### src/sv/asc_pkg.sv
// Types, constants and tables of the angular segment colour map.
package asc_pkg;

	localparam int ANGLE_BITS   = 16;
	localparam int CORDIC_STEPS = 30;
	localparam int MAX_DIM      = 4096;
	localparam int PX_W         = 46;
	localparam int CN_W         = 22;

	// register indexes of the configuration port
	localparam logic [2:0] REG_ORIGIN_X  = 3'd0;
	localparam logic [2:0] REG_ORIGIN_Y  = 3'd1;
	localparam logic [2:0] REG_SEGMENTS  = 3'd2;
	localparam logic [2:0] REG_CLOCKWISE = 3'd3;
	localparam logic [2:0] REG_CORNER    = 3'd4;
	localparam logic [2:0] REG_WIDTH     = 3'd5;
	localparam logic [2:0] REG_HEIGHT    = 3'd6;

	// corner codes
	localparam logic [1:0] CORNER_TL = 2'd0;
	localparam logic [1:0] CORNER_TR = 2'd1;
	localparam logic [1:0] CORNER_BR = 2'd2;
	localparam logic [1:0] CORNER_BL = 2'd3;

	typedef struct packed {
		logic [16:0] centre_x;
		logic [16:0] centre_y;
		logic [10:0] segmentation;
		logic        clockwise;
		logic [2:0]  corner_pick;
		logic [12:0] frame_width;
		logic [12:0] frame_height;
	} asc_cfg_t;

	// one word in flight through the rotation chain: pixel lane and corner lane
	typedef struct packed {
		logic                   vld;
		logic signed [PX_W-1:0] px;
		logic signed [PX_W-1:0] py;
		logic [31:0]            pz;
		logic signed [CN_W-1:0] cx;
		logic signed [CN_W-1:0] cy;
		logic [31:0]            cz;
		logic                   cw;
		logic [10:0]            n;
	} asc_word_t;

	function automatic logic [31:0] asc_atan(input logic [4:0] i);
		case (i)
			5'd0:  asc_atan = 32'h20000000;
			5'd1:  asc_atan = 32'h12E4051D;
			5'd2:  asc_atan = 32'h09FB385B;
			5'd3:  asc_atan = 32'h051111D4;
			5'd4:  asc_atan = 32'h028B0D43;
			5'd5:  asc_atan = 32'h0145D7E1;
			5'd6:  asc_atan = 32'h00A2F61E;
			5'd7:  asc_atan = 32'h00517C55;
			5'd8:  asc_atan = 32'h0028BE53;
			5'd9:  asc_atan = 32'h00145F2F;
			5'd10: asc_atan = 32'h000A2F98;
			5'd11: asc_atan = 32'h000517CC;
			5'd12: asc_atan = 32'h00028BE6;
			5'd13: asc_atan = 32'h000145F3;
			5'd14: asc_atan = 32'h0000A2F9;
			5'd15: asc_atan = 32'h0000517C;
			5'd16: asc_atan = 32'h000028BE;
			5'd17: asc_atan = 32'h0000145F;
			5'd18: asc_atan = 32'h00000A2F;
			5'd19: asc_atan = 32'h00000517;
			5'd20: asc_atan = 32'h0000028B;
			5'd21: asc_atan = 32'h00000145;
			5'd22: asc_atan = 32'h000000A2;
			5'd23: asc_atan = 32'h00000051;
			5'd24: asc_atan = 32'h00000028;
			5'd25: asc_atan = 32'h00000014;
			5'd26: asc_atan = 32'h0000000A;
			5'd27: asc_atan = 32'h00000005;
			5'd28: asc_atan = 32'h00000002;
			5'd29: asc_atan = 32'h00000001;
			default: asc_atan = 32'h00000000;
		endcase
	endfunction

	function automatic logic [23:0] asc_palette(input logic [5:0] c);
		case (c)
			6'd0:  asc_palette = 24'h00FF00;
			6'd1:  asc_palette = 24'h0000FF;
			6'd2:  asc_palette = 24'hFF0000;
			6'd3:  asc_palette = 24'h01FFFE;
			6'd4:  asc_palette = 24'hFFA6FE;
			6'd5:  asc_palette = 24'hFFDB66;
			6'd6:  asc_palette = 24'h006401;
			6'd7:  asc_palette = 24'h010067;
			6'd8:  asc_palette = 24'h95003A;
			6'd9:  asc_palette = 24'h007DB5;
			6'd10: asc_palette = 24'hFF00F6;
			6'd11: asc_palette = 24'hFFEEE8;
			6'd12: asc_palette = 24'h774D00;
			6'd13: asc_palette = 24'h90FB92;
			6'd14: asc_palette = 24'h0076FF;
			6'd15: asc_palette = 24'hD5FF00;
			6'd16: asc_palette = 24'hFF937E;
			6'd17: asc_palette = 24'h6A826C;
			6'd18: asc_palette = 24'hFF029D;
			6'd19: asc_palette = 24'hFE8900;
			6'd20: asc_palette = 24'h7A4782;
			6'd21: asc_palette = 24'h7E2DD2;
			6'd22: asc_palette = 24'h85A900;
			6'd23: asc_palette = 24'hFF0056;
			6'd24: asc_palette = 24'hA42400;
			6'd25: asc_palette = 24'h00AE7E;
			6'd26: asc_palette = 24'h683D3B;
			6'd27: asc_palette = 24'hBDC6FF;
			6'd28: asc_palette = 24'h263400;
			6'd29: asc_palette = 24'hBDD393;
			6'd30: asc_palette = 24'h00B917;
			6'd31: asc_palette = 24'h9E008E;
			6'd32: asc_palette = 24'h001544;
			6'd33: asc_palette = 24'hC28C9F;
			6'd34: asc_palette = 24'hFF74A3;
			6'd35: asc_palette = 24'h01D0FF;
			6'd36: asc_palette = 24'h004754;
			6'd37: asc_palette = 24'hE56FFE;
			6'd38: asc_palette = 24'h788231;
			6'd39: asc_palette = 24'h0E4CA1;
			6'd40: asc_palette = 24'h91D0CB;
			6'd41: asc_palette = 24'hBE9970;
			6'd42: asc_palette = 24'h968AE8;
			6'd43: asc_palette = 24'hBB8800;
			6'd44: asc_palette = 24'h43002C;
			6'd45: asc_palette = 24'hDEFF74;
			6'd46: asc_palette = 24'h00FFC6;
			6'd47: asc_palette = 24'hFFE502;
			6'd48: asc_palette = 24'h620E00;
			6'd49: asc_palette = 24'h008F9C;
			6'd50: asc_palette = 24'h98FF52;
			6'd51: asc_palette = 24'h7544B1;
			6'd52: asc_palette = 24'hB500FF;
			6'd53: asc_palette = 24'h00FF78;
			6'd54: asc_palette = 24'hFF6E41;
			6'd55: asc_palette = 24'h005F39;
			6'd56: asc_palette = 24'h6B6882;
			6'd57: asc_palette = 24'h5FAD4E;
			6'd58: asc_palette = 24'hA75740;
			6'd59: asc_palette = 24'hA5FFD2;
			6'd60: asc_palette = 24'hFFB167;
			6'd61: asc_palette = 24'h009BFF;
			6'd62: asc_palette = 24'hE85EBE;
			default: asc_palette = 24'h000000;
		endcase
	endfunction

endpackage

### src/sv/asc_back.sv
// Back end: angle difference, segment number, colour lookup and output register.
module asc_back (
	input  logic               clk,
	input  logic               arst_n,
	input  logic               en,
	input  asc_pkg::asc_word_t din,
	output logic               out_valid,
	output logic [7:0]         red,
	output logic [7:0]         green,
	output logic [7:0]         blue,
	output logic [7:0]         alpha,
	output logic [11:0]        segment_index
);
	import asc_pkg::*;

	logic [31:0]        zp, zc;
	logic [15:0]        qp, qc;
	logic signed [17:0] ap, ac, d;

	logic               vld_s1, vld_s2;
	logic [16:0]        d_s1;
	logic [10:0]        n_s1;
	logic [28:0]        prod;
	logic [11:0]        seg_s2;
	logic [6:0]         sm;
	logic [23:0]        rgb;

	always_comb begin
		zp = din.pz + 32'h00008000;
		zc = din.cz + 32'h00008000;
		qp = zp[31:16];
		qc = zc[31:16];
		ap = (qp > 16'h8000) ? $signed({2'b00, qp}) - 18'sd65536 : $signed({2'b00, qp});
		ac = (qc > 16'h8000) ? $signed({2'b00, qc}) - 18'sd65536 : $signed({2'b00, qc});
		d  = ap - ac;
		if (!din.cw) d = -d;
		if (d < 0) d = d + 18'sd65536;
		if (d > 18'sd65536) d = d - 18'sd65536;
	end

	always_comb begin
		prod = 29'(d_s1) * 29'({n_s1, 1'b0});
		// 64 is one more than 63: fold the high digits onto the low ones
		sm = {1'b0, seg_s2[11:6]} + {1'b0, seg_s2[5:0]};
		if (sm >= 7'd63) sm = sm - 7'd63;
		rgb = asc_palette(sm[5:0]);
	end

	always_ff @(posedge clk or negedge arst_n) begin
		if (!arst_n) begin
			vld_s1    <= 1'b0;
			vld_s2    <= 1'b0;
			out_valid <= 1'b0;
		end else if (en) begin
			vld_s1    <= din.vld;
			vld_s2    <= vld_s1;
			out_valid <= vld_s2;
		end
	end

	always_ff @(posedge clk) begin
		if (en) begin
			d_s1          <= 17'(d);
			n_s1          <= din.n;
			seg_s2        <= prod[27:16];
			red           <= rgb[23:16];
			green         <= rgb[15:8];
			blue          <= rgb[7:0];
			segment_index <= seg_s2;
		end
	end

	assign alpha = 8'hFF;

endmodule

### config.mk
export PLATFORM = sky130hd
export DESIGN_NAME = asc_back
export DESIGN_NICKNAME = d
export VERILOG_FILES = /design/src/sv/asc_pkg.sv /design/src/sv/asc_back.sv
export SDC_FILE = /design/constraint.sdc
export NUM_CORES = 1
export LEC_CHECK = 0
export BUFFER_PORTS_ARGS = -buffer_cell sky130_fd_sc_hd__clkbuf_2
export CAP_MARGIN = 0
export CORE_UTILIZATION = 54
export CTS_CLUSTER_DIAMETER = 40
export DETAILED_ROUTE_END_ITERATION = 12
export GPL_ROUTABILITY_DRIVEN = 0
export PLACE_DENSITY = 0.79
export SLEW_MARGIN = 20
export SYNTH_ARGS = -nofsm -noshare
export SYNTH_HDL_FRONTEND = slang
export SYNTH_SLANG_ARGS = --single-unit
### constraint.sdc
create_clock -name clk -period 7.4 [get_ports clk]
set_input_delay 1.11 -clock clk [delete_from_list [all_inputs] [get_ports clk]]
set_output_delay 1.11 -clock clk [all_outputs]
set_load 0.03 [all_outputs]
==> reports/qor.csv <==
stage,metric,value,unit
logic_synthesis,Post-Synth XOR/XNOR Area,4.86,%
logic_synthesis,synthesized area,13000,sq um
logic_synthesis,Synth async-reset ratio,3.80,%
sta,Max Transition Viols Final,0,
routing,drt total wl,33.3,mm
worst_setup_path,CP required,7.52,ns
cts,post-CTS setup buffer count,0,
sta,Peak Freq,0.162,GHz
sta,Final Hold Viols,0,
worst_setup_path,"critical path, cell by cell",ha_1 -> fa_1 -> a21o_1 -> a21oi_1 -> xnor2_1 -> nand3_1 -> o31ai_1 -> mux2_2 -> clkinv_1 -> ha_1 -> inv_1 -> nand2_1 -> a21oi_1 -> o31ai_1 -> o32ai_1 -> a221oi_1 -> a31o_2,
finish,Nets,1976,
cts,"Hold-fix buffers, CTS",0,
finish,filler cell count in the final layout,2100,
cts,root buffer cell,clkbuf_16,
cts,PostCTS Resize Cnt,0,
routing,Routed WL per cell,17.9,um
worst_setup_path,worst setup path class,flip-flop to flip-flop,
finish,Area Overhead vs Synth,6.76,%
floorplanning,I/O Pins,261,
logic_synthesis,mux contribution to synthesized area,1.62,%
floorplanning,die width,157,um
logic_synthesis,Synth Area in Simple Gates,18.6,%
routing,drt first pass iters,6,
routing,DRC viols,0,
cts,CTS tree,done,
logic_synthesis,"Seq/Total Area, Yosys",18.1,%
cts,"Clk Latency, worst-skew pair",0.35,ns
floorplanning,row count,56,
routing,routed vias,11700,
worst_hold_path,hold depth,0,
global_route,antenna violations before repair,0,
worst_setup_path,crit path max fanout,22,
floorplanning,die area,24700,sq um
place,dpl hpwl,24.8,mm
logic_synthesis,synthesized flop and latch total,79,
floorplanning,core area,23500,sq um
logic_synthesis,cell taking the most area after synthesis,fa_1,
worst_hold_path,Hold Crit Class,flip-flop to flip-flop,
routing,Final ANT Viol Nets,0,
cts,H-tree depth,3,
sta,Layout Skew,0.0127,ns
floorplanning,die height,157,um
worst_setup_path,"Slowest-stage cell, CP",clkinv_1,
global_route,GRT Total Usage,27.8,%
global_route,global route overflow,0,
sta,Final Setup Violations,0,
finish,layout cells sized above 1,9.97,%
routing,Vias/cell,6.26,
place,Buffers on Ports,86,
worst_setup_path,Startpoint Class,flip-flop,
run,maxcap violations,0,
sta,"Min Clock Period, post-route",6.16,ns
finish,"commonest non-fill, non-tap cell in the layout",inv_1,
worst_setup_path,Reg2Reg Depth,17,
worst_setup_path,CP Capture Type,flip-flop,
finish,ANT cells,0,
finish,finished layout cell area,13900,sq um
cts,clock sink count,79,
logic_synthesis,Synth Flop Type,edfxtp_1,
finish,"commonest cells after routing, fill and taps aside","inv_1, nand2_1, fa_1",
worst_setup_path,Worst EP arrival,6.28,ns
status,status,finished clean,
logic_synthesis,compound-gate portion of the synthesized area,19.4,%
cts,Max clock buf depth,2,
logic_synthesis,share of the synthesized area in the top cell type,20.6,%
sta,Tcrit/Tclk final,83.3,%
global_route,vias in the first global route,10900,
place,Post-Place Cells,1847,
cts,Clock transition at path regs,0.07,ns
logic_synthesis,Synth Area per Inst,8.59,sq um
global_route,global-route wire length before repair,54.6,mm
logic_synthesis,Syn Inst Count,1516,
global_route,largest net degree at the start of global routing,80,
cts,Num CTS Buffers,9,
sta,RSZ-0062 raised after global routing,false,
logic_synthesis,largest family of logic cells by synthesized area,adder cells,
worst_setup_path,Crit path largest cell delay,0.73,ns
floorplanning,Starting Density,55.3,%
logic_synthesis,Synth Area in Adders,29.1,%
place,Area after DPL,13600,sq um
sta,final setup TNS,0,ns
logic_synthesis,yosys warns,0,
routing,1st-iter DRT viols,1547,
sta,actual slew at the worst max-slew pin,1.03,ns
sta,Rel. slew slack,31.0,%
logic_synthesis,Yosys cell types,88,
finish,fin cells,1863,
logic_synthesis,number of flops mapped to enable cells by yosys,76,
logic_synthesis,Area contributors post-synth,"fa_1, edfxtp_1, ha_1",
sta,hold slack,0.464,ns
-- cells by family after synthesis --
logic type                 count (synthesis)
other                                      1
buffers and inverters                    278
AOI/OAI and AO/OA                        368
xor gates and xnor gates                  69
muxes                                     14
DFF                                       79
and+or+nand+nor                          484
adders and majority gates                223
-- sequential cells by signal, indices dropped and copies added, names as in the netlist --
signal	flops
green	8
vld_s1	1
segment_index	12
blue	8
n_s1	11
d_s1	17
vld_s2	1
seg_s2	12
red	8
out_valid	1
-- synthesized netlist by cell type, types with 7 or more instances --
master and number:
and2_1 95, a31oi_1 19, nand4_1 16, a21o_1 20, nor3_1 35, o211ai_1 25, nor4_1 7, and3_1 13
nor2_1 66, a311oi_1 9, buf_4 8, mux2_2 7, edfxtp_1 76, or3_1 9, ha_1 87, o211a_1 7
o21a_1 12, a221oi_1 10, o21ai_0 79, xnor2_1 46, fa_1 134, xor2_1 20, clkbuf_1 78, inv_1 183
a211oi_1 21, o31ai_1 11, nand3_1 49, nand2_1 157, a21oi_1 76
-- through the flow --
stage | util (%) | worst slack [ns]
2_1_floorplan | - | 1.99
3_3_place_gp | 57.8 | 1.51
3_5_place_dp | 57.8 | 1.35
4_1_cts | 59.1 | 1.31
5_1_grt | 59.1 | 0.942
6_report | 59.1 | 1.24
-- layer usage --
metal,track usage (%),wire [um],up-vias
met5,0,0,-
met4,7.54,758,0
met3,4.98,3200,91
met2,44.6,15400,692
met1,38.4,14000,5519
li1,-,-,5352
-- critical path, delay by kind of cell (launching register included) --
| family | cells | cell delay (ns) |
|---|---|---|
| buffers and inverters | 2 | 0.92 |
| muxes | 1 | 0.59 |
| and+or+nand+nor | 2 | 0.38 |
| AOI/OAI and AO/OA | 8 | 1.91 |
| adders and majority gates | 3 | 1.37 |
| xor gates and xnor gates | 1 | 0.33 |
| DFF | 1 | 0.40 |
-- final timing paths --
kind	from	end	slack [ns]
min in group asynchronous	arst_n	vld_s1	0.55
max reg2reg	seg_s2[0]	blue[4]	1.24
max	seg_s2[0]	blue[4]	1.24
min reg2reg	seg_s2[6]	segment_index[6]	0.46
min	seg_s2[6]	segment_index[6]	0.46
max in group asynchronous	arst_n	vld_s2	6.74
-- layout make-up --
| class | count | area (sq um) | area share, % |
|---|---|---|---|
| flip-flops and latches | 79 | 2360 | 16.9 |
| repair buffers | 99 | 531 | 3.81 |
| clock buffers | 9 | 225 | 1.62 |
| well taps | 319 | 399 | 2.87 |
| clock inverters | 7 | 66.3 | 0.477 |
| multi-input cells | 1166 | 9640 | 69.3 |
| inverters | 184 | 691 | 4.97 |
Power is not shown: default switching activity piles up to over one toggle a cycle in this logic, so the estimate is an artifact.
