### src/sv/asc_pkg.sv
// Types, constants and tables of the angular segment colour map.
package asc_pkg;

	localparam int ANGLE_BITS   = 16;
	localparam int CORDIC_STEPS = 30;
	localparam int MAX_DIM      = 4096;
	localparam int PX_W         = 46;
	localparam int CN_W         = 22;

	// register indexes of the configuration port
	localparam logic [2:0] REG_ORIGIN_X  = 3'd0;
	localparam logic [2:0] REG_ORIGIN_Y  = 3'd1;
	localparam logic [2:0] REG_SEGMENTS  = 3'd2;
	localparam logic [2:0] REG_CLOCKWISE = 3'd3;
	localparam logic [2:0] REG_CORNER    = 3'd4;
	localparam logic [2:0] REG_WIDTH     = 3'd5;
	localparam logic [2:0] REG_HEIGHT    = 3'd6;

	// corner codes
	localparam logic [1:0] CORNER_TL = 2'd0;
	localparam logic [1:0] CORNER_TR = 2'd1;
	localparam logic [1:0] CORNER_BR = 2'd2;
	localparam logic [1:0] CORNER_BL = 2'd3;

	typedef struct packed {
		logic [16:0] centre_x;
		logic [16:0] centre_y;
		logic [10:0] segmentation;
		logic        clockwise;
		logic [2:0]  corner_pick;
		logic [12:0] frame_width;
		logic [12:0] frame_height;
	} asc_cfg_t;

	// one word in flight through the rotation chain: pixel lane and corner lane
	typedef struct packed {
		logic                   vld;
		logic signed [PX_W-1:0] px;
		logic signed [PX_W-1:0] py;
		logic [31:0]            pz;
		logic signed [CN_W-1:0] cx;
		logic signed [CN_W-1:0] cy;
		logic [31:0]            cz;
		logic                   cw;
		logic [10:0]            n;
	} asc_word_t;

	function automatic logic [31:0] asc_atan(input logic [4:0] i);
		case (i)
			5'd0:  asc_atan = 32'h20000000;
			5'd1:  asc_atan = 32'h12E4051D;
			5'd2:  asc_atan = 32'h09FB385B;
			5'd3:  asc_atan = 32'h051111D4;
			5'd4:  asc_atan = 32'h028B0D43;
			5'd5:  asc_atan = 32'h0145D7E1;
			5'd6:  asc_atan = 32'h00A2F61E;
			5'd7:  asc_atan = 32'h00517C55;
			5'd8:  asc_atan = 32'h0028BE53;
			5'd9:  asc_atan = 32'h00145F2F;
			5'd10: asc_atan = 32'h000A2F98;
			5'd11: asc_atan = 32'h000517CC;
			5'd12: asc_atan = 32'h00028BE6;
			5'd13: asc_atan = 32'h000145F3;
			5'd14: asc_atan = 32'h0000A2F9;
			5'd15: asc_atan = 32'h0000517C;
			5'd16: asc_atan = 32'h000028BE;
			5'd17: asc_atan = 32'h0000145F;
			5'd18: asc_atan = 32'h00000A2F;
			5'd19: asc_atan = 32'h00000517;
			5'd20: asc_atan = 32'h0000028B;
			5'd21: asc_atan = 32'h00000145;
			5'd22: asc_atan = 32'h000000A2;
			5'd23: asc_atan = 32'h00000051;
			5'd24: asc_atan = 32'h00000028;
			5'd25: asc_atan = 32'h00000014;
			5'd26: asc_atan = 32'h0000000A;
			5'd27: asc_atan = 32'h00000005;
			5'd28: asc_atan = 32'h00000002;
			5'd29: asc_atan = 32'h00000001;
			default: asc_atan = 32'h00000000;
		endcase
	endfunction

	function automatic logic [23:0] asc_palette(input logic [5:0] c);
		case (c)
			6'd0:  asc_palette = 24'h00FF00;
			6'd1:  asc_palette = 24'h0000FF;
			6'd2:  asc_palette = 24'hFF0000;
			6'd3:  asc_palette = 24'h01FFFE;
			6'd4:  asc_palette = 24'hFFA6FE;
			6'd5:  asc_palette = 24'hFFDB66;
			6'd6:  asc_palette = 24'h006401;
			6'd7:  asc_palette = 24'h010067;
			6'd8:  asc_palette = 24'h95003A;
			6'd9:  asc_palette = 24'h007DB5;
			6'd10: asc_palette = 24'hFF00F6;
			6'd11: asc_palette = 24'hFFEEE8;
			6'd12: asc_palette = 24'h774D00;
			6'd13: asc_palette = 24'h90FB92;
			6'd14: asc_palette = 24'h0076FF;
			6'd15: asc_palette = 24'hD5FF00;
			6'd16: asc_palette = 24'hFF937E;
			6'd17: asc_palette = 24'h6A826C;
			6'd18: asc_palette = 24'hFF029D;
			6'd19: asc_palette = 24'hFE8900;
			6'd20: asc_palette = 24'h7A4782;
			6'd21: asc_palette = 24'h7E2DD2;
			6'd22: asc_palette = 24'h85A900;
			6'd23: asc_palette = 24'hFF0056;
			6'd24: asc_palette = 24'hA42400;
			6'd25: asc_palette = 24'h00AE7E;
			6'd26: asc_palette = 24'h683D3B;
			6'd27: asc_palette = 24'hBDC6FF;
			6'd28: asc_palette = 24'h263400;
			6'd29: asc_palette = 24'hBDD393;
			6'd30: asc_palette = 24'h00B917;
			6'd31: asc_palette = 24'h9E008E;
			6'd32: asc_palette = 24'h001544;
			6'd33: asc_palette = 24'hC28C9F;
			6'd34: asc_palette = 24'hFF74A3;
			6'd35: asc_palette = 24'h01D0FF;
			6'd36: asc_palette = 24'h004754;
			6'd37: asc_palette = 24'hE56FFE;
			6'd38: asc_palette = 24'h788231;
			6'd39: asc_palette = 24'h0E4CA1;
			6'd40: asc_palette = 24'h91D0CB;
			6'd41: asc_palette = 24'hBE9970;
			6'd42: asc_palette = 24'h968AE8;
			6'd43: asc_palette = 24'hBB8800;
			6'd44: asc_palette = 24'h43002C;
			6'd45: asc_palette = 24'hDEFF74;
			6'd46: asc_palette = 24'h00FFC6;
			6'd47: asc_palette = 24'hFFE502;
			6'd48: asc_palette = 24'h620E00;
			6'd49: asc_palette = 24'h008F9C;
			6'd50: asc_palette = 24'h98FF52;
			6'd51: asc_palette = 24'h7544B1;
			6'd52: asc_palette = 24'hB500FF;
			6'd53: asc_palette = 24'h00FF78;
			6'd54: asc_palette = 24'hFF6E41;
			6'd55: asc_palette = 24'h005F39;
			6'd56: asc_palette = 24'h6B6882;
			6'd57: asc_palette = 24'h5FAD4E;
			6'd58: asc_palette = 24'hA75740;
			6'd59: asc_palette = 24'hA5FFD2;
			6'd60: asc_palette = 24'hFFB167;
			6'd61: asc_palette = 24'h009BFF;
			6'd62: asc_palette = 24'hE85EBE;
			default: asc_palette = 24'h000000;
		endcase
	endfunction

endpackage

### src/sv/asc_front.sv
// Front end: offsets, scaling, reference corner choice and half-plane fold.
module asc_front (
	input  logic              clk,
	input  logic              arst_n,
	input  logic              en,
	input  logic              in_valid,
	input  logic [11:0]       pixel_x,
	input  logic [11:0]       pixel_y,
	input  asc_pkg::asc_cfg_t cfg,
	output asc_pkg::asc_word_t dout
);
	import asc_pkg::*;

	logic [12:0]        wc, hc;
	logic [29:0]        mx, my;
	logic signed [30:0] dx, dy;
	logic signed [18:0] gx, gy, bd;
	logic signed [18:0] sc [4];
	logic [1:0]         best, idx, step;
	logic signed [CN_W-1:0] cvx, cvy;

	logic               vld_s1, cw_s1;
	logic [10:0]        n_s1;
	logic [12:0]        w_s1, h_s1;
	logic signed [30:0] dx_s1, dy_s1;
	logic signed [CN_W-1:0] cvx_s1, cvy_s1;

	logic               vld_s2, cw_s2;
	logic [10:0]        n_s2;
	logic signed [44:0] x_s2, y_s2;
	logic signed [CN_W-1:0] cvx_s2, cvy_s2;

	logic [PX_W-1:0]    xm, ym;

	always_comb begin
		wc = cfg.frame_width;
		if (cfg.frame_width == 13'd0) wc = 13'd1;
		else if (cfg.frame_width > 13'(MAX_DIM)) wc = 13'(MAX_DIM);
		hc = cfg.frame_height;
		if (cfg.frame_height == 13'd0) hc = 13'd1;
		else if (cfg.frame_height > 13'(MAX_DIM)) hc = 13'(MAX_DIM);
		mx = 30'(cfg.centre_x) * 30'(wc);
		my = 30'(cfg.centre_y) * 30'(hc);
		dx = $signed({3'b000, pixel_x, 16'h0000}) - $signed({1'b0, mx});
		dy = $signed({3'b000, pixel_y, 16'h0000}) - $signed({1'b0, my});
	end

	// corner distance squared differs by 2^17 times a linear score
	always_comb begin
		gx = $signed({2'b00, cfg.centre_x}) - 19'sd32768;
		gy = $signed({2'b00, cfg.centre_y}) - 19'sd32768;
		sc[CORNER_TL] = gx + gy;
		sc[CORNER_TR] = gy;
		sc[CORNER_BR] = 19'sd0;
		sc[CORNER_BL] = gx;
		step = cfg.corner_pick[2] ? 2'd3 : 2'd1;
		best = cfg.corner_pick[1:0];
		idx  = cfg.corner_pick[1:0];
		bd   = sc[best];
		for (int k = 0; k < 3; k++) begin
			idx = idx + step;
			if (sc[idx] > bd) begin
				bd   = sc[idx];
				best = idx;
			end
		end
		if (best == CORNER_TR || best == CORNER_BR)
			cvx = 22'sd65536 - $signed({5'b00000, cfg.centre_x});
		else
			cvx = -$signed({5'b00000, cfg.centre_x});
		if (best == CORNER_BR || best == CORNER_BL)
			cvy = 22'sd65536 - $signed({5'b00000, cfg.centre_y});
		else
			cvy = -$signed({5'b00000, cfg.centre_y});
	end

	always_ff @(posedge clk) begin
		if (en) begin
			cw_s1  <= cfg.clockwise;
			n_s1   <= (cfg.segmentation == 11'd0) ? 11'd1 : cfg.segmentation;
			w_s1   <= wc;
			h_s1   <= hc;
			dx_s1  <= dx;
			dy_s1  <= dy;
			cvx_s1 <= cvx;
			cvy_s1 <= cvy;

			cw_s2  <= cw_s1;
			n_s2   <= n_s1;
			x_s2   <= dx_s1 * $signed({1'b0, h_s1});
			y_s2   <= dy_s1 * $signed({1'b0, w_s1});
			cvx_s2 <= cvx_s1;
			cvy_s2 <= cvy_s1;
		end
	end

	always_comb begin
		xm = PX_W'(x_s2);
		ym = PX_W'(y_s2);
	end

	// fold the left half plane onto the right
	always_ff @(posedge clk or negedge arst_n) begin
		if (!arst_n) begin
			vld_s1 <= 1'b0;
			vld_s2 <= 1'b0;
			dout   <= '0;
		end else if (en) begin
			vld_s1   <= in_valid;
			vld_s2   <= vld_s1;
			dout.vld <= vld_s2;
			if (x_s2 < 0) begin
				dout.px <= -$signed(xm);
				dout.py <= -$signed(ym);
				dout.pz <= 32'h80000000;
			end else begin
				dout.px <= $signed(xm);
				dout.py <= $signed(ym);
				dout.pz <= 32'h00000000;
			end
			if (cvx_s2 < 0) begin
				dout.cx <= -cvx_s2;
				dout.cy <= -cvy_s2;
				dout.cz <= 32'h80000000;
			end else begin
				dout.cx <= cvx_s2;
				dout.cy <= cvy_s2;
				dout.cz <= 32'h00000000;
			end
			dout.cw <= cw_s2;
			dout.n  <= n_s2;
		end
	end

endmodule

### config.mk
export PLATFORM = sky130hd
export DESIGN_NAME = asc_front
export DESIGN_NICKNAME = d
export VERILOG_FILES = /design/src/sv/asc_pkg.sv /design/src/sv/asc_front.sv
export SDC_FILE = /design/constraint.sdc
export NUM_CORES = 2
export LEC_CHECK = 0
export ABC_AREA = 1
export BUFFER_PORTS_ARGS = -buffer_cell sky130_fd_sc_hd__buf_2
export CORE_UTILIZATION = 59
export DETAILED_ROUTE_END_ITERATION = 8
export MAX_ROUTING_LAYER = met4
export PLACE_DENSITY = 0.78
export SETUP_SLACK_MARGIN = 0.02
export SYNTH_ARGS = -nofsm -noshare
export SYNTH_HDL_FRONTEND = slang
export SYNTH_SLANG_ARGS = --single-unit
### constraint.sdc
create_clock -name clk -period 5.4 [get_ports clk]
set_input_delay 0.27 -clock clk [delete_from_list [all_inputs] [get_ports clk]]
set_output_delay 0.27 -clock clk [all_outputs]
set_load 0.02 [all_outputs]
==> results.py <==
metrics = {
    "outcome": {
        "outcome": "complete, but fails checks",
        "violations": "setup timing",
    },
    "critical_path": {
        "start_kind": "primary input",
        "r2r_start": "h_s1[2]",
        "cp.required_ps": 5780,
        "endpoint_kind": "register",
        "crit_top_cell": "nand2_1",
        "path_max_fanout": 7,
        "crit_start": "cfg[58]",
        "path_class": "in2reg",
        "cpPeakStageDelay_ps": 360,
        "arrival_ps": 7840,
        "cp_slowest_cell": "fa_2",
    },
    "die": {
        "die_area_um2": 113000,
        "row_count": 122,
        "fp.dieW_um": 336,
        "core_um2": 111000,
        "io_pins": 316,
        "die_y_um": 336,
        "start_util_pct": 59.5,
    },
    "sta": {
        "hold_slack_ps": 78.0,
        "finalCritPeriodShare_pct": 138,
        "postLayoutSetupSlackWorst_ps": -2060,
        "min_period_ps": 7460,
        "setup_viol": 89,
        "max-slew-margin-rel_pct": 27.9,
        "fin_setup_tns_ps": -52490,
        "fin_skew_ps": 22.6,
        "hold_viol_final": 0,
        "fmax_ghz": 0.134,
        "worstMarginPinSlew_ps": 1080,
        "rsz0062_at_grt": "true",
        "slew_violations": 0,
    },
    "worst_hold_path": {
        "min-delay-start": "cfg[58]",
        "hold_path_class": "in2reg",
    },
    "drt": {
        "avgViaCountPerCell": 5.48,
        "vias": 58300,
        "wl_um": 210000,
        "postRouteAntennaNets": 0,
        "wl_per_cell_um": 19.7,
        "drt-initial-drc-count": 5298,
        "drt_first_pass_iters": 9,
        "drc": 0,
    },
    "run": {
        "maxCapViolCount": 0,
    },
    "synth": {
        "synth_top_area_share_pct": 33.0,
        "ys_types": 65,
        "yosysWarnings": 0,
        "synth_edf_count": 290,
        "yosys_most_used_dff": "edfxtp_1",
        "ys_seq_area_share_pct": 19.0,
        "async_reset_ff_share_pct": 34.5,
        "synth-seq-cells": 443,
        "netlist_top_cells_area": "fa_1, edfxtp_1, nand2_1",
        "syn_area_um2": 65900,
        "synth_area_per_cell_um2": 8.43,
        "yosysTopAreaCell": "fa_1",
        "netlist_instances": 7814,
    },
    "grt": {
        "antenna_found_initial": 4,
        "grt_start_max_net_pins": 177,
        "grt_pass1_vias": 60000,
        "grt_first_pass_wirelength_um": 312000,
        "grt_remaining_overflow": 0,
        "grt_usage_pct": 36.4,
    },
    "clock_tree": {
        "clock_latency_ps": 660,
        "htree_levels": 2,
        "clockBufferDepth": 3,
        "cts-root-buf": "clkbuf_16",
        "clkSinkCount": 443,
        "cts_tree": "built",
        "cts_made_buffers": 51,
        "cts.clk_slew.worst_paths_ps": 70,
    },
    "layout": {
        "final_util_pct": 77.0,
        "area_growth_syn_to_layout_pct": 29.4,
        "drive_gt1_share_pct": 27.5,
        "nets": 10800,
    },
    "placement": {
        "io_buffers": 253,
        "gp_congestion": 0.993,
        "dp_hpwl_um": 152000,
    },
}
==> logic make-up after synthesis <==
logic type,count (synthesis),share of synthesized area (%)
AOI/OAI and AO/OA,738,6.30
adders and majority gates,1575,42.3
other,1,0.00569
xor gates and xnor gates,300,4.00
DFF,443,19.0
buffers and inverters,2198,13.0
and+or+nand+nor,2559,15.4
==> what timing repair did <==
action / 4_1_cts / 5_1_grt
hold buffers: 15 / 0
endpoints found under the hold margin: 78 / 0
buffers inserted: 164 / 104
setup endpoints to repair: 88 / 106
pin swaps: 347 / 406
gates resized for setup: 511 / 527
cloned: 7 / 4
==> worst max-delay path, delay by kind of cell <==
family	cells	cell delay, ps
AOI/OAI and AO/OA	12	1650
buffers and inverters	6	740
and+or+nand+nor	31	3240
adders and majority gates	6	1370
xor gates and xnor gates	3	520
==> metal layers <==
layer,routed length [µm],vias up,GRT usage [%]
met5,0,-,-
met4,12100,0,15.0
met3,18900,834,5.26
met2,100000,3204,59.3
met1,78800,28400,45.7
li1,-,25900,-
==> sequential cells by signal, indices dropped and copies added, names as in the netlist <==
signal and cells:
dout 151, x_s2 45, y_s2 45, dx_s1 31, dy_s1 31, cvx_s1 22
cvx_s2 22, cvy_s1 22, cvy_s2 22, h_s1 13, w_s1 13, n_s1 11
n_s2 11, cw_s1 1, cw_s2 1, vld_s1 1, vld_s2 1
==> final timing paths <==
path	endpoint	slack (ps)	cells past startpoint
max	cvy_s1[19]	-2060	58
min	cvx_s1[0]	80	2
max reg2reg	x_s2[44]	-810	24
min reg2reg	n_s2[0]	410	0
max in group asynchronous	dout[138]	4270	3
min in group asynchronous	dout[176]	170	2
==> stage by stage <==
stage	cells	area, µm²	setup WS, ps
finish	10700	85200	-2060
global route	10600	85200	-2540
CTS	10600	82500	-1930
detailed placement	10300	77100	-3280
global placement	10300	77100	-3140
floorplan	7875	67500	-1720
==> cell type report <==
type	count	area (µm²)
Clock buffer	75	1530
Timing Repair Buffer	1542	12400
Sequential cell	443	12500
Clock inverter	21	174
Antenna cell	4	10.0
Timing Repair inverter	1	11.3
Inverter	1840	6980
Tap cell	1488	1860
Fill cell	6964	25400
Multi-Input combinational cell	5236	49700
==> cell usage in the layout (no fill, tap or decap), types with 184 or more instances in the layout <==
cell type,instances
o21ai_0,247
ha_1,374
buf_4,1101
inv_1,1721
fa_1,1023
buf_2,236
xor2_1,184
nor2_1,376
nand2_1,1662
edfxtp_1,290
==> cells in the mapped netlist, types with 5 or more instances <==
master and count:
a21boi_0 10, a21boi_1 8, a21boi_2 5, a21o_1 18, a21oi_1 223, a31oi_1 40
buf_1 8, buf_2 6, buf_4 63, clkbuf_1 276, clkinv_1 15, dfrtp_1 153
edfxtp_1 290, fa_1 1087, ha_1 488, inv_1 1817, inv_2 7, nand2_1 1835
nand2_2 15, nand3_1 109, nand4_1 29, nor2_1 464, nor3_1 42, nor4_1 32
o21a_1 16, o21ai_0 311, o21ai_1 18, o21ai_2 24, o21bai_1 10, o22ai_1 28
o31ai_1 5, or2_2 8, xnor2_1 94, xor2_1 205
Power is not shown: default switching activity piles up to over one toggle a cycle in this logic, so the estimate is an artifact.
