===== src/sv/asc_pkg.sv =====
// Types, constants and tables of the angular segment colour map.
package asc_pkg;

	localparam int ANGLE_BITS   = 16;
	localparam int CORDIC_STEPS = 30;
	localparam int MAX_DIM      = 4096;
	localparam int PX_W         = 46;
	localparam int CN_W         = 22;

	// register indexes of the configuration port
	localparam logic [2:0] REG_ORIGIN_X  = 3'd0;
	localparam logic [2:0] REG_ORIGIN_Y  = 3'd1;
	localparam logic [2:0] REG_SEGMENTS  = 3'd2;
	localparam logic [2:0] REG_CLOCKWISE = 3'd3;
	localparam logic [2:0] REG_CORNER    = 3'd4;
	localparam logic [2:0] REG_WIDTH     = 3'd5;
	localparam logic [2:0] REG_HEIGHT    = 3'd6;

	// corner codes
	localparam logic [1:0] CORNER_TL = 2'd0;
	localparam logic [1:0] CORNER_TR = 2'd1;
	localparam logic [1:0] CORNER_BR = 2'd2;
	localparam logic [1:0] CORNER_BL = 2'd3;

	typedef struct packed {
		logic [16:0] centre_x;
		logic [16:0] centre_y;
		logic [10:0] segmentation;
		logic        clockwise;
		logic [2:0]  corner_pick;
		logic [12:0] frame_width;
		logic [12:0] frame_height;
	} asc_cfg_t;

	// one word in flight through the rotation chain: pixel lane and corner lane
	typedef struct packed {
		logic                   vld;
		logic signed [PX_W-1:0] px;
		logic signed [PX_W-1:0] py;
		logic [31:0]            pz;
		logic signed [CN_W-1:0] cx;
		logic signed [CN_W-1:0] cy;
		logic [31:0]            cz;
		logic                   cw;
		logic [10:0]            n;
	} asc_word_t;

	function automatic logic [31:0] asc_atan(input logic [4:0] i);
		case (i)
			5'd0:  asc_atan = 32'h20000000;
			5'd1:  asc_atan = 32'h12E4051D;
			5'd2:  asc_atan = 32'h09FB385B;
			5'd3:  asc_atan = 32'h051111D4;
			5'd4:  asc_atan = 32'h028B0D43;
			5'd5:  asc_atan = 32'h0145D7E1;
			5'd6:  asc_atan = 32'h00A2F61E;
			5'd7:  asc_atan = 32'h00517C55;
			5'd8:  asc_atan = 32'h0028BE53;
			5'd9:  asc_atan = 32'h00145F2F;
			5'd10: asc_atan = 32'h000A2F98;
			5'd11: asc_atan = 32'h000517CC;
			5'd12: asc_atan = 32'h00028BE6;
			5'd13: asc_atan = 32'h000145F3;
			5'd14: asc_atan = 32'h0000A2F9;
			5'd15: asc_atan = 32'h0000517C;
			5'd16: asc_atan = 32'h000028BE;
			5'd17: asc_atan = 32'h0000145F;
			5'd18: asc_atan = 32'h00000A2F;
			5'd19: asc_atan = 32'h00000517;
			5'd20: asc_atan = 32'h0000028B;
			5'd21: asc_atan = 32'h00000145;
			5'd22: asc_atan = 32'h000000A2;
			5'd23: asc_atan = 32'h00000051;
			5'd24: asc_atan = 32'h00000028;
			5'd25: asc_atan = 32'h00000014;
			5'd26: asc_atan = 32'h0000000A;
			5'd27: asc_atan = 32'h00000005;
			5'd28: asc_atan = 32'h00000002;
			5'd29: asc_atan = 32'h00000001;
			default: asc_atan = 32'h00000000;
		endcase
	endfunction

	function automatic logic [23:0] asc_palette(input logic [5:0] c);
		case (c)
			6'd0:  asc_palette = 24'h00FF00;
			6'd1:  asc_palette = 24'h0000FF;
			6'd2:  asc_palette = 24'hFF0000;
			6'd3:  asc_palette = 24'h01FFFE;
			6'd4:  asc_palette = 24'hFFA6FE;
			6'd5:  asc_palette = 24'hFFDB66;
			6'd6:  asc_palette = 24'h006401;
			6'd7:  asc_palette = 24'h010067;
			6'd8:  asc_palette = 24'h95003A;
			6'd9:  asc_palette = 24'h007DB5;
			6'd10: asc_palette = 24'hFF00F6;
			6'd11: asc_palette = 24'hFFEEE8;
			6'd12: asc_palette = 24'h774D00;
			6'd13: asc_palette = 24'h90FB92;
			6'd14: asc_palette = 24'h0076FF;
			6'd15: asc_palette = 24'hD5FF00;
			6'd16: asc_palette = 24'hFF937E;
			6'd17: asc_palette = 24'h6A826C;
			6'd18: asc_palette = 24'hFF029D;
			6'd19: asc_palette = 24'hFE8900;
			6'd20: asc_palette = 24'h7A4782;
			6'd21: asc_palette = 24'h7E2DD2;
			6'd22: asc_palette = 24'h85A900;
			6'd23: asc_palette = 24'hFF0056;
			6'd24: asc_palette = 24'hA42400;
			6'd25: asc_palette = 24'h00AE7E;
			6'd26: asc_palette = 24'h683D3B;
			6'd27: asc_palette = 24'hBDC6FF;
			6'd28: asc_palette = 24'h263400;
			6'd29: asc_palette = 24'hBDD393;
			6'd30: asc_palette = 24'h00B917;
			6'd31: asc_palette = 24'h9E008E;
			6'd32: asc_palette = 24'h001544;
			6'd33: asc_palette = 24'hC28C9F;
			6'd34: asc_palette = 24'hFF74A3;
			6'd35: asc_palette = 24'h01D0FF;
			6'd36: asc_palette = 24'h004754;
			6'd37: asc_palette = 24'hE56FFE;
			6'd38: asc_palette = 24'h788231;
			6'd39: asc_palette = 24'h0E4CA1;
			6'd40: asc_palette = 24'h91D0CB;
			6'd41: asc_palette = 24'hBE9970;
			6'd42: asc_palette = 24'h968AE8;
			6'd43: asc_palette = 24'hBB8800;
			6'd44: asc_palette = 24'h43002C;
			6'd45: asc_palette = 24'hDEFF74;
			6'd46: asc_palette = 24'h00FFC6;
			6'd47: asc_palette = 24'hFFE502;
			6'd48: asc_palette = 24'h620E00;
			6'd49: asc_palette = 24'h008F9C;
			6'd50: asc_palette = 24'h98FF52;
			6'd51: asc_palette = 24'h7544B1;
			6'd52: asc_palette = 24'hB500FF;
			6'd53: asc_palette = 24'h00FF78;
			6'd54: asc_palette = 24'hFF6E41;
			6'd55: asc_palette = 24'h005F39;
			6'd56: asc_palette = 24'h6B6882;
			6'd57: asc_palette = 24'h5FAD4E;
			6'd58: asc_palette = 24'hA75740;
			6'd59: asc_palette = 24'hA5FFD2;
			6'd60: asc_palette = 24'hFFB167;
			6'd61: asc_palette = 24'h009BFF;
			6'd62: asc_palette = 24'hE85EBE;
			default: asc_palette = 24'h000000;
		endcase
	endfunction

endpackage


===== src/sv/asc_cell.sv =====
// One rotation cell: a single vectoring step on the pixel and corner lanes.
module asc_cell (
	input  logic               clk,
	input  logic               arst_n,
	input  logic               en,
	input  logic [4:0]         step,
	input  asc_pkg::asc_word_t din,
	output asc_pkg::asc_word_t dout
);
	import asc_pkg::*;

	asc_word_t  nxt;
	logic [31:0] at;

	always_comb begin
		nxt = din;
		at  = asc_atan(step);
		// hold a lane once its y has reached zero
		if (din.py != 0) begin
			if (din.py > 0) begin
				nxt.px = din.px + (din.py >>> step);
				nxt.py = din.py - (din.px >>> step);
				nxt.pz = din.pz + at;
			end else begin
				nxt.px = din.px - (din.py >>> step);
				nxt.py = din.py + (din.px >>> step);
				nxt.pz = din.pz - at;
			end
		end
		if (din.cy != 0) begin
			if (din.cy > 0) begin
				nxt.cx = din.cx + (din.cy >>> step);
				nxt.cy = din.cy - (din.cx >>> step);
				nxt.cz = din.cz + at;
			end else begin
				nxt.cx = din.cx - (din.cy >>> step);
				nxt.cy = din.cy + (din.cx >>> step);
				nxt.cz = din.cz - at;
			end
		end
	end

	always_ff @(posedge clk or negedge arst_n) begin
		if (!arst_n) begin
			dout <= '0;
		end else if (en) begin
			dout <= nxt;
		end
	end

endmodule


===== config.mk =====
export PLATFORM = sky130hd
export DESIGN_NAME = asc_cell
export DESIGN_NICKNAME = d
export VERILOG_FILES = /design/src/sv/asc_pkg.sv /design/src/sv/asc_cell.sv
export SDC_FILE = /design/constraint.sdc
export NUM_CORES = 1
export LEC_CHECK = 0
export ABC_CLOCK_PERIOD_IN_PS = 2100
export BUFFER_PORTS_ARGS = -buffer_cell sky130_fd_sc_hd__clkbuf_2
export CORE_MARGIN = 8
export CORE_UTILIZATION = 50
export CTS_BUF_LIST = sky130_fd_sc_hd__clkbuf_2
export CTS_CLUSTER_DIAMETER = 50
export DETAILED_ROUTE_END_ITERATION = 8
export PLACE_DENSITY = 0.71
export SYNTH_ARGS = -nofsm -noshare
export SYNTH_HDL_FRONTEND = slang
export SYNTH_SLANG_ARGS = --single-unit

===== constraint.sdc =====
create_clock -name clk -period 2.1 [get_ports clk]
set_clock_uncertainty 0.1 [all_clocks]
set_input_delay 0 -clock clk [delete_from_list [all_inputs] [get_ports clk]]
set_output_delay 0 -clock clk [all_outputs]
set_load 0.02 [all_outputs]

==> Implementation_results.wiki, run 1 <==
{| class="wikitable"
! Metric !! Value
|-
| Run status || did not finish
|-
| Last step reached || 5_1_grt
|-
| Run-stopping error || [ERROR GRT-0232] Routing congestion too high. Check the congestion heatmap in the GUI.
|-
| Cell type with the largest total area after synthesis || sky130_fd_sc_hd__dfrtp_1
|-
| PortBufs || 433
|-
| Cell area after technology mapping || 0.0327 mm2
|-
| FF+latch count, synth || around 210
|-
| Post-synth top area share || 16.3%
|-
| Clock root buffer || sky130_fd_sc_hd__clkbuf_2
|-
| Syn avg cell area || 8.11 um2
|-
| Worst endpoint after global-route timing repair || dout[211]$_DFFE_PN0P_/D
|-
| GRT Resource Usage Total || 73.8%
|-
| Die span in y || 272 um
|-
| Maximum number of pins on one net before global-route repair || 99
|-
| Clk buf depth || 3
|-
| Clock buffer count from CTS || 57
|-
| Starting density of the core || 50.6%
|-
| Number of flops mapped to enable cells by yosys || 0
|-
| Library cells used by synthesis || 100
|-
| Die W || ~270 um
|-
| Post-detailed-placement half-perimeter wirelength || 123 mm
|-
| Post-Syn Instances || 4030
|-
| Number of levels in the clock H-tree || 2
|-
| Top-level port count || 434
|-
| Most frequently used flop master after synthesis || sky130_fd_sc_hd__dfrtp_1
|-
| Total congestion overflow || 24
|-
| Leading post-synthesis cells by cell area || sky130_fd_sc_hd__dfrtp_1 (16%), sky130_fd_sc_hd__mux4_2 (11%), sky130_fd_sc_hd__ha_1 (8.3%)
|-
| Number of instances in the placed design || 6523
|-
| Row cnt || 93
|-
| CTS sink cnt || 213
|-
| FFs w/ async S/R, synth || 100%
|-
| Gp weighted congestion || 1.08
|-
| Yosys synthesis warning count || 0
|-
| Worst End Pin Type || sequential cell input
|-
| Sequential share of the synthesized area || 16.3%
|-
| Net count after synthesis || 4474
|}
per-layer routing:
| metal | track usage, % | GRT overflow |
|---|---|---|
| met2 | 87.7 | 5 |
| met1 | 72.2 | 1 |
| met4 | 69.2 | 13 |
| met3 | 64.9 | 5 |
| met5 | 44.4 | 0 |
logic make-up after synthesis:
family	Yosys count	synth area share (%)
XOR/XNOR	285	7.64
buffers and inverters	353	4.84
adder cells (fa/ha/maj)	223	8.67
multiplexers	372	18.5
AND/OR/NAND/NOR	1269	18.1
flip-flops	213	16.3
AO/OA/AOI/OAI	1315	25.9
timing repair:
action,in CTS
buffers inserted,133
hold buffers,373
pin swaps,258
endpoints found under the hold margin,426
endpoints found under the setup margin,194
resized for setup,397
cloned,17
per-stage QoR:
| step | hold WS, ns | cell area (um2) | TNS [ns] | util, % | setup WS [ns] |
|---|---|---|---|---|---|
| 2_1_floorplan | -0.396 | 34300 | -474.42 | - | -3.67 |
| 3_3_place_gp | -0.0922 | 47300 | -554.33 | 73.2 | -3.94 |
| 3_5_place_dp | -0.0838 | 47300 | -565.21 | 73.2 | -4.01 |
| 4_1_cts | -0.733 | 54900 | -301.15 | 85.0 | -2.40 |
cell usage after synthesis, drive strengths merged, types with 10 or more instances:
master / n
a21oi: 424
nor2: 413
nand2: 360
o21ai: 233
ha: 217
dfrtp: 213
mux4: 173
xnor2: 169
clkbuf: 155
xor2: 116
mux2i: 109
buf: 107
a21o: 101
nor3: 99
mux2: 90
inv: 87
a31oi: 84
nand3: 66
o2bb2ai: 66
and3: 52
nand2b: 50
a211oi: 48
nor2b: 41
and2: 38
o211ai: 35
o31ai: 30
or3: 30
o21a: 29
o22ai: 28
nand4: 23
nor4: 22
or2: 22
a22oi: 21
o21bai: 21
a21boi: 15
a221oi: 14
nor3b: 13
a211o: 12
a221o: 12
a22o: 12
o221ai: 12
o31a: 12
o2111ai: 10
==> inputs of run 2 (changes only) <==
Settings changed: CORE_UTILIZATION 50 to 35, CTS_BUF_LIST sky130_fd_sc_hd__clkbuf_2 to default, CTS_CLUSTER_DIAMETER 50 to default, PLACE_DENSITY 0.71 to default, PLACE_DENSITY_LB_ADDON from default to 0.15.
==> run 2 against run 1 <==
  * The flow now finishes, with violations (hold timing, setup timing)
  * Synthesized cell count unchanged
  * Area after synthesis unchanged
==> Implementation_results.wiki, run 2 <==
{| class="wikitable"
! Metric !! Value
|-
| Hold/Removal Path Class || in -> reg
|-
| Worst-path clk slew || 0.06 ns
|-
| Worst path required time || ~2.5 ns
|-
| Top-level port count || 434 (unchanged)
|-
| Final setup violation count || 200
|-
| Syn avg cell area || 8.11 um2 (unchanged)
|-
| Remaining DRCs || 0
|-
| Sequential share of the synthesized area || 16.3% (unchanged)
|-
| Die span in y || 322 um (was 272 um)
|-
| Library cells used by synthesis || 100 (unchanged)
|-
| Post-placement worst setup slack || -4.15 ns (was -4.01 ns)
|-
| Most frequently used flop master after synthesis || sky130_fd_sc_hd__dfrtp_1 (unchanged)
|-
| Standard cell area after detailed placement || 0.0482 mm2 (was 0.0473 mm2)
|-
| Arrival time reported for the critical path endpoint || 5.61 ns
|-
| Hold Vio Cnt, Final || 4
|-
| Die W || 322 um (was 272 um)
|-
| Mux share of post-synthesis cell area || 18.5% (unchanged)
|-
| Run status || complete, but fails checks (was did not finish)
|-
| VDD IR-drop max || 0.000676 V
|-
| Critical path fanouts, max || 6
|-
| Number of levels in the clock H-tree || 1 (was 2)
|-
| Post-layout minimum cycle time || 5.22 ns
|-
| CTS sink cnt || 213 (unchanged)
|-
| Leading post-synthesis cells by cell area || sky130_fd_sc_hd__dfrtp_1 (16%), sky130_fd_sc_hd__mux4_2 (11%), sky130_fd_sc_hd__ha_1 (8.3%) (unchanged)
|-
| Via count of the first global-routing pass || 40.4k
|-
| Cell type with the largest total area after synthesis || sky130_fd_sc_hd__dfrtp_1 (unchanged)
|-
| Core footprint || 0.0929 mm2
|-
| Yosys synthesis warning count || 0 (unchanged)
|-
| Register name with the most flops || dout
|-
| Violations in the final reports || hold timing, setup timing
|-
| Gp weighted congestion || 0.997 (was 1.08)
|-
| Share of cells above drive strength 1 || 47.0%
|-
| Setup repair after global routing missed its margin || true
|-
| Transition time at the pin with the least slew margin || 1.04 ns
|-
| Setup slack of the critical path after layout || -3.12 ns
|-
| Registers with the highest flip-flop counts || dout: 213 flops
|-
| Max_slew headroom || ~30%
|-
| Final hold slack || -0.0792 ns
|-
| Number of pins with negative max-slew slack in the final report || 0
|-
| Most frequent cells in the layout || sky130_fd_sc_hd__buf_4 (1528), sky130_fd_sc_hd__clkbuf_2 (426), sky130_fd_sc_hd__nor2_1 (383)
|-
| Count of buffer and inverter cells on the critical path || 3
|-
| Starting DRT DRC Count || 3190
|-
| Clk buf depth || 3 (unchanged)
|-
| Count of hold buffers inserted by post-cts repair || 156 (was 373)
|-
| CP startpoint kind || input pin
|-
| Critical path capture point type || flop
|-
| Net count after synthesis || 4474 (unchanged)
|-
| Top Usage Layer GRT || met2
|-
| Count of maximum capacitance violations || 0
|-
| Post-synth top area share || 16.3% (unchanged)
|-
| Most common cell after layout, fill and taps aside || sky130_fd_sc_hd__buf_4
|-
| FF+latch count, synth || 213 (unchanged)
|-
| Final Net Count || 6452
|-
| Post-detailed-placement half-perimeter wirelength || 131 mm (was 123 mm)
|-
| Maximum achievable frequency || 191 MHz
|-
| GRT Resource Usage Total || 30.1%
|-
| Die Area || roughly 0.10 mm2
|-
| Number of antenna violations at the first check in global routing || 17
|-
| Slowest cell on crit path || sky130_fd_sc_hd__mux4_2
|-
| Row cnt || 112 (was 93)
|-
| Global-route met1 utilization || 37.5%
|-
| Met3 demand-to-capacity share in global routing || 4.70%
|-
| FFs w/ async S/R, synth || 100% (unchanged)
|-
| Post-synthesis share of cell area spent on and, or, nand and nor gates || 18.1% (unchanged)
|-
| Vias per cell || 5.62
|-
| LEAKAGE || 24.8 nW
|-
| Maximum number of pins on one net before global-route repair || 100
|-
| Number of vias after detailed routing || between 40k and 50k
|-
| Area added between synthesis and finish || 63.9%
|-
| First-pass detailed-route iteration total || 7
|-
| Final WL || 166 mm
|-
| Final standard cell utilization of the core || 57.7%
|-
| Post-Syn Instances || 4030 (unchanged)
|-
| Cells traversed along the worst timing path || buf_12, mux4_2, mux4_2, a221oi_4, nand2_2, or4b_4, or4_4, buf_6, o31ai_4, xor2_1, ha_1, buf_6, a21o_1, a221oi_2, a21oi_2, nor2_2, o2111ai_2, a21o_1, and2_4, a31oi_4, a21oi_2, mux2i_1, a211o_1
|-
| Final critical-path share of the clock period || 249%
|-
| Synthesized-area fraction occupied by adder cells || 8.67% (unchanged)
|-
| Antenna violation net count after detailed routing || 0
|-
| Most instantiated cells after synthesis || sky130_fd_sc_hd__a21oi_1 (424), sky130_fd_sc_hd__nor2_1 (413), sky130_fd_sc_hd__nand2_1 (359) (unchanged)
|-
| Compound-Gate Fraction of Synth Area || 25.9% (unchanged)
|-
| CTS tree || built
|-
| WL per Instance || ~23 um
|-
| Crit path max-delay family || compound AO/OA/AOI/OAI gates
|-
| Cell area after technology mapping || 0.0327 mm2 (unchanged)
|-
| Largest register FFs || 213
|-
| Slowest stage delay, CP || 0.58 ns
|-
| Met2 Usage GRT || 51.9%
|-
| Number of inserted filler cells in the final layout || 8615
|-
| Class of the most critical setup path || in -> reg
|-
| Number of flops mapped to enable cells by yosys || 0 (unchanged)
|-
| Overall power after layout || 34.5 mW
|-
| Starting density of the core || 35.2% (was 50.6%)
|-
| Main combinational cell family by area after synthesis || compound AO/OA/AOI/OAI gates (unchanged)
|-
| Xor-xnor portion of the synthesized cell area || 7.64% (unchanged)
|-
| Clock Latency Late Sink || 0.60 ns
|-
| Final non-filler cell area || 0.0536 mm2
|-
| Clock buffer count from CTS || 26 (was 57)
|-
| PortBufs || 433 (unchanged)
|-
| Total congestion overflow || 0
|-
| Clock root buffer || sky130_fd_sc_hd__clkbuf_16 (was sky130_fd_sc_hd__clkbuf_2)
|-
| Power density of the placed cells || 644 mW/mm2
|-
| Global-route wire length before repair || 244 mm
|-
| Most common cell in the synthesized netlist || sky130_fd_sc_hd__a21oi_1 (unchanged)
|}
[run 2: cell counts after synthesis]
No cell type changed its count.
[run 2: worst paths after layout]
| path | from | to | slack [ns] | cells after the start |
|---|---|---|---|---|
| worst max-delay path | step[2] | dout[210] | -3.12 | 23 |
| worst min-delay path | din[44] | dout[44] | -0.08 | 5 |
| worst max register to register | dout[8] | dout[8] | 0.67 | 2 |
| worst min register to register | dout[123] | dout[123] | 0.38 | 1 |
| max in group asynchronous | arst_n | dout[121] | 1.06 | 4 |
| min in group asynchronous | arst_n | dout[44] | 0.54 | 4 |
[run 2: what timing repair did]
action / 4_1_cts / 5_1_grt
gates cloned: 6 / 13
endpoints found under the hold margin: 385 / 3
pin swaps: 90 / 147
endpoints found under the setup margin: 200 / 200
resized for setup: 192 / 183
setup buffers: 30 / 65
[run 2: cells by family (layout without fill, tap and decap cells)]
group           after synthesis  in the layout
buf+inv                     353           2349
xor+xnor                    285            285
simple gates               1269           1269
other cells                   0             12
flops                       213            213
fa+ha+maj                   223            223
mux                         372            372
compound gates             1315           1315
[run 2: area by class of cell]
| type | count | area [um2] | area share, % |
|---|---|---|---|
| repair buffers | 2215 | 17200 | 32.1 |
| inverters | 88 | 342 | 0.637 |
| flip-flops and latches | 213 | 5330 | 9.95 |
| well taps | 1254 | 1570 | 2.93 |
| clock buffers | 37 | 732 | 1.37 |
| multi-input cells | 3464 | 28300 | 52.8 |
| diodes | 12 | 30.0 | 0.0560 |
| clock inverters | 9 | 81.3 | 0.152 |
[run 2: metrics by stage]
| stage | setup TNS, ns | cells |
|---|---|---|
| 2_1_floorplan | -474.42 | 4030 |
| 3_3_place_gp | -592.51 | 6970 |
| 3_5_place_dp | -598.35 | 6970 |
| 4_1_cts | -401.11 | 7206 |
| 5_1_grt | -441.05 | 7286 |
| 6_report | -411.51 | 7292 |
[run 2: metal layers]
layer,vias to the layer above,wire (um),share of wire [%]
li1,19200,-,-
met1,19800,67200,40
met2,1617,79900,48
met3,342,11600,7.0
met4,6,7630,4.6
met5,-,34,0.020
[run 2: report_power, final]
group	total [mW]	switching, mW	internal (mW)	leakage, nW
registers	6.16	0.773	5.38	2.46
clock network	4.47	1.94	2.53	0.406
logic	23.9	12.5	11.4	22.0
[run 2: worst register-to-register path, delay by kind of cell (launching register included)]
family	cells	cell delay, ns
flops	1	0.39
mux	1	0.27
buf+inv	1	0.55
Power figures use the tool's default switching activity.
